## src/design/maa_pkg.sv

```systemverilog
// Shared types, constants and helpers of the multichannel average accumulator.
`timescale 1ns / 1ps

package maa_pkg;

    // Fixed field widths.
    localparam int CH_BITS     = 4;
    localparam int SAMPLE_BITS = 16;
    localparam int SUM_BITS    = 32;
    localparam int COUNT_BITS  = 16;
    localparam int NCH_BITS    = 5;

    // Channel addresses the channel field can reach.
    localparam int ADDR_LIMIT = 16;

    // Configuration port.
    localparam int REG_INDEX_BITS = 1;
    localparam int REG_DATA_BITS  = 5;
    localparam logic [REG_INDEX_BITS-1:0] REG_CHAN_COUNT   = 1'b0;
    localparam logic [REG_INDEX_BITS-1:0] REG_TRACK_MINMAX = 1'b1;
    localparam logic [NCH_BITS-1:0]       CHAN_COUNT_RESET   = 5'd16;
    localparam logic                      TRACK_MINMAX_RESET = 1'b0;

    // Request code carried in the func field.
    localparam logic FUNC_READ = 1'b1;

    // Depth of the command queue between front and back.
    localparam int QUEUE_DEPTH = 2;

    typedef enum logic
    {
        OP_ADD,
        OP_READ
    } op_t;

    // One classified command as it travels from front to back.
    typedef struct packed
    {
        op_t                    op;
        logic [CH_BITS-1:0]     channel;
        logic [SAMPLE_BITS-1:0] sample;
        logic                   sweep_end;
        logic                   track;
        logic [NCH_BITS-1:0]    n_ch;
    } cmd_t;

    // Channel count in force: zero acts as one, large values clamp to the limit.
    function automatic logic [NCH_BITS-1:0] eff_channels(
        input logic [NCH_BITS-1:0] num,
        input logic [NCH_BITS-1:0] lim
    );
        logic [NCH_BITS-1:0] n;
        n = num;
        if (n == '0)
        begin
            n = NCH_BITS'(1);
        end
        if (n > lim)
        begin
            n = lim;
        end
        return n;
    endfunction

endpackage

```

## src/design/maa_in_if.sv

```systemverilog
// Input channel: sample and read-out requests.
`timescale 1ns / 1ps

interface maa_in_if;
    logic                             valid;
    logic                             ready;
    logic                             func;
    logic [maa_pkg::CH_BITS-1:0]      channel;
    logic [maa_pkg::SAMPLE_BITS-1:0]  sample;

    modport source (output valid, output func, output channel, output sample, input ready);
    modport sink (input valid, input func, input channel, input sample, output ready);
endinterface

```

## src/design/maa_out_if.sv

```systemverilog
// Output channel: one average per channel of a read-out.
`timescale 1ns / 1ps

interface maa_out_if;
    logic                             valid;
    logic                             ready;
    logic [maa_pkg::CH_BITS-1:0]      out_channel;
    logic [maa_pkg::SAMPLE_BITS-1:0]  average;
    logic                             last;
    logic                             no_samples;
    logic [maa_pkg::SAMPLE_BITS-1:0]  min_value;
    logic [maa_pkg::SAMPLE_BITS-1:0]  max_value;

    modport source (
        output valid, output out_channel, output average, output last,
        output no_samples, output min_value, output max_value, input ready
    );
    modport sink (
        input valid, input out_channel, input average, input last,
        input no_samples, input min_value, input max_value, output ready
    );
endinterface

```

## src/design/maa_front.sv

```systemverilog
// Front end: configuration registers, input acceptance and command classification.
`timescale 1ns / 1ps

module maa_front #(
    parameter int MAX_CHANNELS = 16,
    parameter int SAMPLE_WIDTH = 16
) (
    input  logic                                 clk,
    input  logic                                 rst_n,
    maa_in_if.sink                               item,
    input  logic                                 wr_en,
    input  logic [maa_pkg::REG_INDEX_BITS-1:0]   wr_index,
    input  logic [maa_pkg::REG_DATA_BITS-1:0]    wr_data,
    input  logic                                 queue_full,
    output logic                                 push,
    output maa_pkg::cmd_t                        push_cmd
);

    localparam int CH_LIMIT = (MAX_CHANNELS < maa_pkg::ADDR_LIMIT) ?
                              MAX_CHANNELS : maa_pkg::ADDR_LIMIT;
    localparam int MASK_INT = (1 << SAMPLE_WIDTH) - 1;

    logic [maa_pkg::NCH_BITS-1:0]    chan_count_reg;
    logic                            track_minmax_reg;
    logic [maa_pkg::NCH_BITS-1:0]    n_eff;
    logic [maa_pkg::SAMPLE_BITS-1:0] sample_mask;
    logic                            is_read;
    logic                            in_range;

    // Configuration writes.
    always_ff @(posedge clk or negedge rst_n)
    begin
        if (!rst_n)
        begin
            chan_count_reg   <= maa_pkg::CHAN_COUNT_RESET;
            track_minmax_reg <= maa_pkg::TRACK_MINMAX_RESET;
        end
        else if (wr_en)
        begin
            case (wr_index)
                maa_pkg::REG_CHAN_COUNT:   chan_count_reg   <= wr_data[maa_pkg::NCH_BITS-1:0];
                maa_pkg::REG_TRACK_MINMAX: track_minmax_reg <= wr_data[0];
                default: ;
            endcase
        end
    end

    // Classify the incoming beat; samples beyond the sweep are taken and dropped.
    always_comb
    begin
        n_eff       = maa_pkg::eff_channels(chan_count_reg, CH_LIMIT[maa_pkg::NCH_BITS-1:0]);
        sample_mask = MASK_INT[maa_pkg::SAMPLE_BITS-1:0];
        is_read     = (item.func == maa_pkg::FUNC_READ);
        in_range    = ({1'b0, item.channel} < n_eff);

        item.ready = !queue_full;
        push       = item.valid && !queue_full && (is_read || in_range);

        push_cmd.op        = is_read ? maa_pkg::OP_READ : maa_pkg::OP_ADD;
        push_cmd.channel   = item.channel;
        push_cmd.sample    = item.sample & sample_mask;
        push_cmd.sweep_end = ({1'b0, item.channel} == (n_eff - maa_pkg::NCH_BITS'(1)));
        push_cmd.track     = track_minmax_reg;
        push_cmd.n_ch      = n_eff;
    end

endmodule

```

## src/design/maa_queue.sv

```systemverilog
// Short command queue that decouples the front end from the back end.
`timescale 1ns / 1ps

module maa_queue (
    input  logic          clk,
    input  logic          rst_n,
    input  logic          push,
    input  maa_pkg::cmd_t push_cmd,
    output logic          full,
    input  logic          pop,
    output logic          empty,
    output maa_pkg::cmd_t head
);

    localparam int PTR_BITS  = (maa_pkg::QUEUE_DEPTH > 1) ? $clog2(maa_pkg::QUEUE_DEPTH) : 1;
    localparam int FILL_BITS = $clog2(maa_pkg::QUEUE_DEPTH + 1);

    maa_pkg::cmd_t        slot_reg [maa_pkg::QUEUE_DEPTH];
    logic [PTR_BITS-1:0]  wr_ptr_reg;
    logic [PTR_BITS-1:0]  rd_ptr_reg;
    logic [FILL_BITS-1:0] fill_reg;
    logic [FILL_BITS-1:0] fill_next;

    assign full  = (fill_reg == FILL_BITS'(maa_pkg::QUEUE_DEPTH));
    assign empty = (fill_reg == '0);
    assign head  = slot_reg[rd_ptr_reg];

    // Advance a pointer, wrapping at the queue depth.
    function automatic logic [PTR_BITS-1:0] ptr_inc(input logic [PTR_BITS-1:0] p);
        logic [PTR_BITS-1:0] r;
        if (p == PTR_BITS'(maa_pkg::QUEUE_DEPTH - 1))
        begin
            r = '0;
        end
        else
        begin
            r = p + PTR_BITS'(1);
        end
        return r;
    endfunction

    always_comb
    begin
        fill_next = fill_reg;
        if (push && !full)
        begin
            fill_next = fill_next + FILL_BITS'(1);
        end
        if (pop && !empty)
        begin
            fill_next = fill_next - FILL_BITS'(1);
        end
    end

    // Pointers and fill level.
    always_ff @(posedge clk or negedge rst_n)
    begin
        if (!rst_n)
        begin
            wr_ptr_reg <= '0;
            rd_ptr_reg <= '0;
            fill_reg   <= '0;
        end
        else
        begin
            if (push && !full)
            begin
                wr_ptr_reg <= ptr_inc(wr_ptr_reg);
            end
            if (pop && !empty)
            begin
                rd_ptr_reg <= ptr_inc(rd_ptr_reg);
            end
            fill_reg <= fill_next;
        end
    end

    // Command storage.
    always_ff @(posedge clk)
    begin
        if (push && !full)
        begin
            slot_reg[wr_ptr_reg] <= push_cmd;
        end
    end

endmodule

```

## src/design/maa_div.sv

```systemverilog
// Radix-2 restoring divider: channel sum by sweep count, one quotient bit a cycle.
`timescale 1ns / 1ps

module maa_div (
    input  logic                             clk,
    input  logic                             rst_n,
    input  logic                             start,
    input  logic [maa_pkg::SUM_BITS-1:0]     dividend,
    input  logic [maa_pkg::COUNT_BITS-1:0]   divisor,
    output logic                             done,
    output logic [maa_pkg::SAMPLE_BITS-1:0]  quotient
);

    localparam int STEP_BITS = $clog2(maa_pkg::SUM_BITS + 1);

    logic                             busy_reg;
    logic                             done_reg;
    logic [STEP_BITS-1:0]             step_reg;
    logic [maa_pkg::COUNT_BITS-1:0]   rem_reg;
    logic [maa_pkg::SUM_BITS-1:0]     quo_reg;
    logic [maa_pkg::COUNT_BITS-1:0]   divisor_reg;
    logic [maa_pkg::COUNT_BITS:0]     trial;
    logic [maa_pkg::COUNT_BITS:0]     rem_next;
    logic                             fits;

    // One shift-and-subtract step.
    always_comb
    begin
        trial    = {rem_reg, quo_reg[maa_pkg::SUM_BITS-1]};
        fits     = (trial >= {1'b0, divisor_reg});
        rem_next = fits ? (trial - {1'b0, divisor_reg}) : trial;
    end

    // Step control.
    always_ff @(posedge clk or negedge rst_n)
    begin
        if (!rst_n)
        begin
            busy_reg <= 1'b0;
            done_reg <= 1'b0;
            step_reg <= '0;
        end
        else
        begin
            done_reg <= 1'b0;
            if (start)
            begin
                busy_reg <= 1'b1;
                step_reg <= STEP_BITS'(maa_pkg::SUM_BITS);
            end
            else if (busy_reg)
            begin
                step_reg <= step_reg - STEP_BITS'(1);
                if (step_reg == STEP_BITS'(1))
                begin
                    busy_reg <= 1'b0;
                    done_reg <= 1'b1;
                end
            end
        end
    end

    // Datapath registers.
    always_ff @(posedge clk)
    begin
        if (start)
        begin
            rem_reg     <= '0;
            quo_reg     <= dividend;
            divisor_reg <= divisor;
        end
        else if (busy_reg)
        begin
            rem_reg <= rem_next[maa_pkg::COUNT_BITS-1:0];
            quo_reg <= {quo_reg[maa_pkg::SUM_BITS-2:0], fits};
        end
    end

    // A quotient that does not fit the result field saturates.
    assign done     = done_reg;
    assign quotient = (|quo_reg[maa_pkg::SUM_BITS-1:maa_pkg::SAMPLE_BITS]) ?
                      '1 : quo_reg[maa_pkg::SAMPLE_BITS-1:0];

endmodule

```

## src/design/maa_back.sv

```systemverilog
// Back end: channel sums, sweep count, min/max tracking and the read-out sequencer.
`timescale 1ns / 1ps

module maa_back #(
    parameter int MAX_CHANNELS = 16
) (
    input  logic                             clk,
    input  logic                             rst_n,
    input  logic                             empty,
    input  maa_pkg::cmd_t                    head,
    output logic                             pop,
    output logic                             div_start,
    output logic [maa_pkg::SUM_BITS-1:0]     div_dividend,
    output logic [maa_pkg::COUNT_BITS-1:0]   div_divisor,
    input  logic                             div_done,
    input  logic [maa_pkg::SAMPLE_BITS-1:0]  div_quotient,
    maa_out_if.source                        result
);

    localparam int SUM_DEPTH = (MAX_CHANNELS < maa_pkg::ADDR_LIMIT) ?
                               MAX_CHANNELS : maa_pkg::ADDR_LIMIT;
    localparam int IDX_W     = (SUM_DEPTH > 1) ? $clog2(SUM_DEPTH) : 1;

    typedef enum logic [1:0]
    {
        ST_IDLE,
        ST_START,
        ST_WAIT,
        ST_EMIT
    } state_t;

    state_t                           state_reg;
    logic [maa_pkg::SUM_BITS-1:0]     sum_reg [SUM_DEPTH];
    logic [SUM_DEPTH-1:0]             sum_valid_reg;
    logic [maa_pkg::COUNT_BITS-1:0]   count_reg;
    logic [maa_pkg::SAMPLE_BITS-1:0]  min_reg;
    logic [maa_pkg::SAMPLE_BITS-1:0]  max_reg;
    logic [maa_pkg::NCH_BITS-1:0]     n_reg;
    logic [maa_pkg::CH_BITS-1:0]      idx_reg;
    logic [maa_pkg::SAMPLE_BITS-1:0]  avg_reg;
    logic                             none_reg;

    logic                             result_valid_reg;
    logic [maa_pkg::CH_BITS-1:0]      out_channel_reg;
    logic [maa_pkg::SAMPLE_BITS-1:0]  average_reg;
    logic                             last_reg;
    logic                             no_samples_reg;
    logic [maa_pkg::SAMPLE_BITS-1:0]  min_value_reg;
    logic [maa_pkg::SAMPLE_BITS-1:0]  max_value_reg;

    logic [IDX_W-1:0]                 rd_idx;
    logic [maa_pkg::SUM_BITS-1:0]     rd_sum;
    logic [maa_pkg::SUM_BITS:0]       sum_add;
    logic [maa_pkg::SUM_BITS-1:0]     sum_new;
    logic                             do_add;
    logic                             last_ch;
    logic                             out_free;
    logic                             emit;

    // Single read port on the sums: the queued sample in idle, the walk index otherwise.
    always_comb
    begin
        rd_idx   = (state_reg == ST_IDLE) ? head.channel[IDX_W-1:0] : idx_reg[IDX_W-1:0];
        rd_sum   = sum_valid_reg[rd_idx] ? sum_reg[rd_idx] : '0;
        sum_add  = {1'b0, rd_sum} + (maa_pkg::SUM_BITS + 1)'(head.sample);
        sum_new  = sum_add[maa_pkg::SUM_BITS] ? '1 : sum_add[maa_pkg::SUM_BITS-1:0];
        pop      = (state_reg == ST_IDLE) && !empty;
        do_add   = pop && (head.op == maa_pkg::OP_ADD);
        last_ch  = ({1'b0, idx_reg} == (n_reg - maa_pkg::NCH_BITS'(1)));
        out_free = !result_valid_reg || result.ready;
        emit     = (state_reg == ST_EMIT) && out_free;

        div_start    = (state_reg == ST_START) && (count_reg != '0);
        div_dividend = rd_sum;
        div_divisor  = count_reg;
    end

    // Sequencer, accumulator state and output register.
    always_ff @(posedge clk or negedge rst_n)
    begin
        if (!rst_n)
        begin
            state_reg        <= ST_IDLE;
            sum_valid_reg    <= '0;
            count_reg        <= '0;
            min_reg          <= '0;
            max_reg          <= '0;
            n_reg            <= '0;
            idx_reg          <= '0;
            avg_reg          <= '0;
            none_reg         <= 1'b0;
            result_valid_reg <= 1'b0;
            out_channel_reg  <= '0;
            average_reg      <= '0;
            last_reg         <= 1'b0;
            no_samples_reg   <= 1'b0;
            min_value_reg    <= '0;
            max_value_reg    <= '0;
        end
        else
        begin
            // The output register fills on an emit and empties when its beat is taken.
            if (emit)
            begin
                result_valid_reg <= 1'b1;
            end
            else if (result.ready)
            begin
                result_valid_reg <= 1'b0;
            end

            case (state_reg)
                ST_IDLE:
                begin
                    if (do_add)
                    begin
                        sum_valid_reg[rd_idx] <= 1'b1;
                        if (head.sweep_end)
                        begin
                            if (count_reg != '1)
                            begin
                                count_reg <= count_reg + maa_pkg::COUNT_BITS'(1);
                            end
                            if (head.track)
                            begin
                                if ((min_reg == '0) || (min_reg > head.sample))
                                begin
                                    min_reg <= head.sample;
                                end
                                if ((max_reg == '0) || (max_reg < head.sample))
                                begin
                                    max_reg <= head.sample;
                                end
                            end
                        end
                    end
                    else if (pop)
                    begin
                        n_reg     <= head.n_ch;
                        idx_reg   <= '0;
                        state_reg <= ST_START;
                    end
                end

                ST_START:
                begin
                    if (count_reg == '0)
                    begin
                        avg_reg   <= '0;
                        none_reg  <= 1'b1;
                        state_reg <= ST_EMIT;
                    end
                    else
                    begin
                        none_reg  <= 1'b0;
                        state_reg <= ST_WAIT;
                    end
                end

                ST_WAIT:
                begin
                    if (div_done)
                    begin
                        avg_reg   <= div_quotient;
                        state_reg <= ST_EMIT;
                    end
                end

                ST_EMIT:
                begin
                    if (out_free)
                    begin
                        out_channel_reg  <= idx_reg;
                        average_reg      <= avg_reg;
                        last_reg         <= last_ch;
                        no_samples_reg   <= none_reg;
                        min_value_reg    <= min_reg;
                        max_value_reg    <= max_reg;
                        if (last_ch)
                        begin
                            // Read-out done: every sum, the count and min/max start over.
                            sum_valid_reg <= '0;
                            count_reg     <= '0;
                            min_reg       <= '0;
                            max_reg       <= '0;
                            state_reg     <= ST_IDLE;
                        end
                        else
                        begin
                            idx_reg   <= idx_reg + maa_pkg::CH_BITS'(1);
                            state_reg <= ST_START;
                        end
                    end
                end

                default:
                begin
                    state_reg <= ST_IDLE;
                end
            endcase
        end
    end

    // Sum storage, written by the saturating add.
    always_ff @(posedge clk)
    begin
        if (do_add)
        begin
            sum_reg[rd_idx] <= sum_new;
        end
    end

    assign result.valid       = result_valid_reg;
    assign result.out_channel = out_channel_reg;
    assign result.average     = average_reg;
    assign result.last        = last_reg;
    assign result.no_samples  = no_samples_reg;
    assign result.min_value   = min_value_reg;
    assign result.max_value   = max_value_reg;

endmodule

```

## src/design/multichannel_adc_average_accumulator_core.sv

```systemverilog
// Top level of the multichannel average accumulator.
`timescale 1ns / 1ps
// The item channel takes beats tagged with func: an add beat adds sample into the
// sum of its channel, a read beat asks for one average per configured channel.
// Add beats for a channel at or beyond the channel count are taken and dropped.
// The result channel carries the averages in channel order, last set on the final one,
// together with the min/max of the last channel and a no_samples flag.
// Configuration is written through wr_en/wr_index/wr_data; the user must do so only while
// the block is idle, as the block itself does not enforce it.
// Throughput: one add beat per cycle while the command queue has room.
// A read-out walks the channels in order; per channel it starts the 32-step restoring
// divider (one quotient bit a cycle) if the sweep count is non-zero, then emits the average.
// Beats behind a read-out wait in the two-entry queue; item.ready drops once it is full.
// A stalled receiver holds the result register and pauses the channel walk.
// Reset clears all sums, the sweep count, min/max, the queue and the output valid,
// and restores the channel count to 16 and min/max tracking to off; no clearing pass follows.

module multichannel_adc_average_accumulator_core #(
    parameter int MAX_CHANNELS = 16,
    parameter int SAMPLE_WIDTH = 16
) (
    input  logic                                 clk,
    input  logic                                 rst_n,
    maa_in_if.sink                               item,
    maa_out_if.source                            result,
    input  logic                                 wr_en,
    input  logic [maa_pkg::REG_INDEX_BITS-1:0]   wr_index,
    input  logic [maa_pkg::REG_DATA_BITS-1:0]    wr_data
);

    logic                             push;
    maa_pkg::cmd_t                    push_cmd;
    logic                             queue_full;
    logic                             queue_empty;
    logic                             pop;
    maa_pkg::cmd_t                    head;
    logic                             div_start;
    logic [maa_pkg::SUM_BITS-1:0]     div_dividend;
    logic [maa_pkg::COUNT_BITS-1:0]   div_divisor;
    logic                             div_done;
    logic [maa_pkg::SAMPLE_BITS-1:0]  div_quotient;

    // Accept and classify.
    maa_front #(
        .MAX_CHANNELS (MAX_CHANNELS),
        .SAMPLE_WIDTH (SAMPLE_WIDTH)
    ) u_front (
        .clk        (clk),
        .rst_n      (rst_n),
        .item       (item),
        .wr_en      (wr_en),
        .wr_index   (wr_index),
        .wr_data    (wr_data),
        .queue_full (queue_full),
        .push       (push),
        .push_cmd   (push_cmd)
    );

    // Command queue.
    maa_queue u_queue (
        .clk      (clk),
        .rst_n    (rst_n),
        .push     (push),
        .push_cmd (push_cmd),
        .full     (queue_full),
        .pop      (pop),
        .empty    (queue_empty),
        .head     (head)
    );

    // Accumulate and read out.
    maa_back #(
        .MAX_CHANNELS (MAX_CHANNELS)
    ) u_back (
        .clk          (clk),
        .rst_n        (rst_n),
        .empty        (queue_empty),
        .head         (head),
        .pop          (pop),
        .div_start    (div_start),
        .div_dividend (div_dividend),
        .div_divisor  (div_divisor),
        .div_done     (div_done),
        .div_quotient (div_quotient),
        .result       (result)
    );

    // Shared divider.
    maa_div u_div (
        .clk      (clk),
        .rst_n    (rst_n),
        .start    (div_start),
        .dividend (div_dividend),
        .divisor  (div_divisor),
        .done     (div_done),
        .quotient (div_quotient)
    );

endmodule

```

## src/flat_wrapper.sv

```systemverilog
// flat-port wrapper written by rule: the top's interface ports become plain ports
module multichannel_adc_average_accumulator_core_flat 
#(
    parameter int MAX_CHANNELS = 16,
    parameter int SAMPLE_WIDTH = 16
)
  (clk, rst_n, wr_en, wr_index, wr_data, item_valid, item_func, item_channel, item_sample, item_ready, result_valid, result_out_channel, result_average, result_last, result_no_samples, result_min_value, result_max_value, result_ready);
  maa_in_if item_i ();
  maa_out_if result_i ();
  input  logic clk;
  input  logic rst_n;
  input  logic wr_en;
  input  logic [maa_pkg::REG_INDEX_BITS-1:0] wr_index;
  input  logic [maa_pkg::REG_DATA_BITS-1:0] wr_data;
  input wire logic [$bits(item_i.valid)-1:0] item_valid;
  input wire logic [$bits(item_i.func)-1:0] item_func;
  input wire logic [$bits(item_i.channel)-1:0] item_channel;
  input wire logic [$bits(item_i.sample)-1:0] item_sample;
  output wire logic [$bits(item_i.ready)-1:0] item_ready;
  output wire logic [$bits(result_i.valid)-1:0] result_valid;
  output wire logic [$bits(result_i.out_channel)-1:0] result_out_channel;
  output wire logic [$bits(result_i.average)-1:0] result_average;
  output wire logic [$bits(result_i.last)-1:0] result_last;
  output wire logic [$bits(result_i.no_samples)-1:0] result_no_samples;
  output wire logic [$bits(result_i.min_value)-1:0] result_min_value;
  output wire logic [$bits(result_i.max_value)-1:0] result_max_value;
  input wire logic [$bits(result_i.ready)-1:0] result_ready;
  assign item_i.valid = item_valid;
  assign item_i.func = item_func;
  assign item_i.channel = item_channel;
  assign item_i.sample = item_sample;
  assign item_ready = item_i.ready;
  assign result_valid = result_i.valid;
  assign result_out_channel = result_i.out_channel;
  assign result_average = result_i.average;
  assign result_last = result_i.last;
  assign result_no_samples = result_i.no_samples;
  assign result_min_value = result_i.min_value;
  assign result_max_value = result_i.max_value;
  assign result_i.ready = result_ready;
  multichannel_adc_average_accumulator_core #(.MAX_CHANNELS(MAX_CHANNELS), .SAMPLE_WIDTH(SAMPLE_WIDTH)) u_core (.clk(clk), .rst_n(rst_n), .item(item_i), .result(result_i), .wr_en(wr_en), .wr_index(wr_index), .wr_data(wr_data));
endmodule
```

## config.mk

```make
export PLATFORM = sky130hd
export DESIGN_NAME = multichannel_adc_average_accumulator_core_flat
export DESIGN_NICKNAME = d
export VERILOG_FILES = /design/src/design/maa_pkg.sv /design/src/design/maa_in_if.sv /design/src/design/maa_out_if.sv /design/src/design/maa_front.sv /design/src/design/maa_queue.sv /design/src/design/maa_div.sv /design/src/design/maa_back.sv /design/src/design/multichannel_adc_average_accumulator_core.sv /design/src/flat_wrapper.sv
export SDC_FILE = /design/constraint.sdc
export NUM_CORES = 1
export LEC_CHECK = 0
export ABC_AREA = 0
export ABC_CLOCK_PERIOD_IN_PS = 19100
export BUFFER_PORTS_ARGS = -buffer_cell sky130_fd_sc_hd__buf_4
export CAP_MARGIN = 20
export CORE_MARGIN = 2
export CORE_UTILIZATION = 40
export CTS_CLUSTER_SIZE = 14
export DETAILED_ROUTE_END_ITERATION = 10
export GPL_ROUTABILITY_DRIVEN = 1
export GPL_TIMING_DRIVEN = 0
export HOLD_SLACK_MARGIN = 0.03
export SLEW_MARGIN = 25
export SYNTH_ARGS = -nofsm -noshare
export SYNTH_HDL_FRONTEND = slang
export SYNTH_SLANG_ARGS = --single-unit
```

## constraint.sdc

```tcl
create_clock -name clk -period 19.1 [get_ports clk]
set_input_delay 2.865 -clock clk [delete_from_list [all_inputs] [get_ports clk]]
set_output_delay 2.865 -clock clk [all_outputs]
set_load 0.05 [all_outputs]
```

==> flow_summary_export.csv <==
group,metric,value,unit
synth,synth.distinct_cells,76,
cells_and_area,multiInputGateArea,11000,um^2
drt,wl_per_cell,23.2,um
clock_tree,cts_made_buffers,83,
hold_path,hp-class,"reg2reg",
timing,timing.fmax,0.117,GHz
timing,finalClockSkew,0.0289,ns
drt,routed_wl,89500,um
grt,grt_pass1_wl,135000,um
synth,synthTopCellsByArea,"edfxtp_1 53%, dfrtp_1 12%, mux4_2 4.9%, mux2_2 3.5%, nand2_1 3.3%",
place,dp_hpwl,62600,um
drt,ant_nets,0,
worst_setup_path,endpoint_kind,"register",
drt,drc,0,
job,cap_viol_max_count,0,
clock_tree,htree_levels,3,
synth,synth_edf_count,616,
clock_tree,clockBufferDepth,3,
grt,grt-busiest-layer,"met2",
grt,use_met3,3.61,%
synth,synth_area_per_cell,14.2,um^2
synth,synth_fp_nets,2550,
floorplanning,initial_utilization,40.5,%
worst_setup_path,arrival,8.71,ns
floorplanning,core,85500,um^2
timing,relSlewSlack,36.6,%
clock_tree,cts.sink_count,797,
clock_tree,cts_setup_buffers,0,
clock_tree,cts_tree,"yes",
grt,gr-total-overflow,0,
drt,drt-vias-per-instance,5.58,
synth,yosys.area.top_type,"edfxtp_1",
cells_and_area,mostFrequentLayoutCell,"edfxtp_1",
timing,tightestPinTransition,0.925,ns
floorplanning,die_x,298,um
clock_tree,clk_latency,0.65,ns
grt,grt_max_degree,90,
clock_tree,path_clk_slew,0.06,ns
timing,min_period,8.51,ns
clock_tree,cts_hold_buffers,0,
grt,grtUsageMet2,32.5,%
drt,first_iter_violations,1977,
worst_setup_path,worstPathMaxFanout,16,
cells_and_area,diodes,0,
floorplanning,die_h,298,um
timing,slew_viol_final,0,
timing,rsz0062_at_grt,"false",
timing,finalCritPeriodShare,44.6,%
synth,synth-seq-cells,797,
clock_tree,root_buffer,"clkbuf_16",
floorplanning,row_count,107,
grt,grt_usage,19.9,%
floorplanning,dieArea,89000,um^2
synth,synth_cells,2435,
place,dp_cells,3703,
cells_and_area,layout.nets,2759,
cells_and_area,layout.cells.non_filler,3857,
timing,tns,0,ns
floorplanning,ios,88,
cells_and_area,utilization,47.5,%
synth,ys_warn_count,0,
grt,grt_pass1_vias,21800,
worst_setup_path,critical_path_required,19.29,ns
cells_and_area,seqCellArea,22900,um^2
timing,setup_viol,0,
synth,synth_ff_type,"edfxtp_1",
clock_tree,ctsResizeCount,0,
timing,hold_ws,0.466,ns
worst_setup_path,path_class,"reg2reg",
cells_and_area,largest_reg_flops,512,
cells_and_area,drive_gt1_share,19.5,%
status,status,"completed",
synth,synth_area,34700,um^2
grt,use_met1,27.0,%
timing,hold_violations,0,
worst_setup_path,cp-start-kind,"register",
drt,firstDrtPassIters,5,
synth,ys_seq_area_share,66.2,%
cells_and_area,n_fill_cell,7316,
place,io_buffers,87,
cells_and_area,layout_common_cells,"616 x edfxtp_1, 301 x nand2_1, 164 x dfrtp_1, 111 x o21ai_0, 107 x mux2_2",
place,gp_congestion,0.874,
drt,vias,21500,
synth,synthArstFlopShare,20.7,%
synth,synth_top_area_share,53.4,%
cells_and_area,areaGrowthSynthToFinish,17.2,%
grt,antenna_found_initial,2,
[worst paths after layout]
| path | to | start | cells past startpoint | slack [ns] |
|---|---|---|---|---|
| worst max-delay path | u_core.u_back.sum_reg[4][5] | u_core.u_back.state_reg[1] | 25 | 10.59 |
| worst min-delay path | u_core.u_div.divisor_reg[2] | u_core.u_back.div_divisor[2] | 0 | 0.47 |
| worst max register to register | u_core.u_back.sum_reg[4][5] | u_core.u_back.state_reg[1] | 25 | 10.59 |
| worst min register to register | u_core.u_div.divisor_reg[2] | u_core.u_back.div_divisor[2] | 0 | 0.47 |
| max in group asynchronous | u_core.u_back.result.average[7] | rst_n | 3 | 16.05 |
| min in group asynchronous | u_core.u_back.n_reg[3] | rst_n | 2 | 2.24 |
[logic make-up (layout without fill, tap and decap cells)]
group | Yosys count | in the layout | synth area share (%)
adder cells (fa/ha/maj) | 83 | 83 | 3.04
flip-flops | 797 | 797 | 66.2
multiplexers | 275 | 275 | 11.1
buffers and inverters | 191 | 469 | 2.45
AND/OR/NAND/NOR | 650 | 650 | 8.47
XOR/XNOR | 52 | 52 | 1.31
AO/OA/AOI/OAI | 387 | 387 | 7.44
[routing by layer]
metal | vias to the layer above | routed length [um]
met1 | 11000 | 38500
li1 | 9634 | -
met4 | 2 | 2440
met5 | - | 9
met3 | 146 | 5890
met2 | 743 | 42600
[cell usage after synthesis (22+ instances only)]
cell	n
buf_2	31
xnor2_1	31
mux2i_1	90
dfrtp_1	164
mux2_2	107
inv_1	72
mux4_2	76
ha_1	81
and3_1	28
nand2b_1	22
o21ai_0	113
nor2_1	123
a211oi_1	23
nand2_1	301
o21a_1	28
edfxtp_1	616
clkbuf_1	52
nand3_1	74
a21oi_1	69
[metrics by stage]
step / instance area, um^2 / setup slack, ns
3_5_place_dp: 37800 / 10.41
6_report: 40600 / 10.59
2_1_floorplan: 34700 / 13.03
3_3_place_gp: 36800 / 10.18
5_1_grt: 40600 / 10.03
4_1_cts: 40600 / 10.34
[area by class of cell]
cell class	count	share of cell area [%]
buffer	117	1.41
clock buffer	104	5.42
clock inverter	50	1.38
inverter	74	0.684
multi-input combinational	1447	27.2
sequential	797	56.5
tap	1144	3.52
timing repair buffer	124	3.92
[worst max-delay path, stage by stage, from the launching register on]
cell,delay [ns]
dfrtp_1,0.42
inv_1,0.13
ha_1,0.25
clkinv_1,0.30
clkbuf_1,0.37
o211a_1,0.31
a211oi_1,0.22
o21ai_0,0.14
and3_1,0.28
nor2_1,0.16
clkbuf_1,0.63
clkbuf_1,0.69
a311oi_1,0.20
ha_1,0.31
fa_1,0.43
a211oi_1,0.38
o21bai_1,0.13
a21oi_1,0.38
o21ai_0,0.26
a31oi_1,0.63
a21o_1,0.22
or4_4,0.19
nor4_4,0.06
nand2_2,0.31
buf_6,0.19
nand2_1,0.42
Power is not shown: default switching activity piles up to over one toggle a cycle in this logic, so the estimate is an artifact.
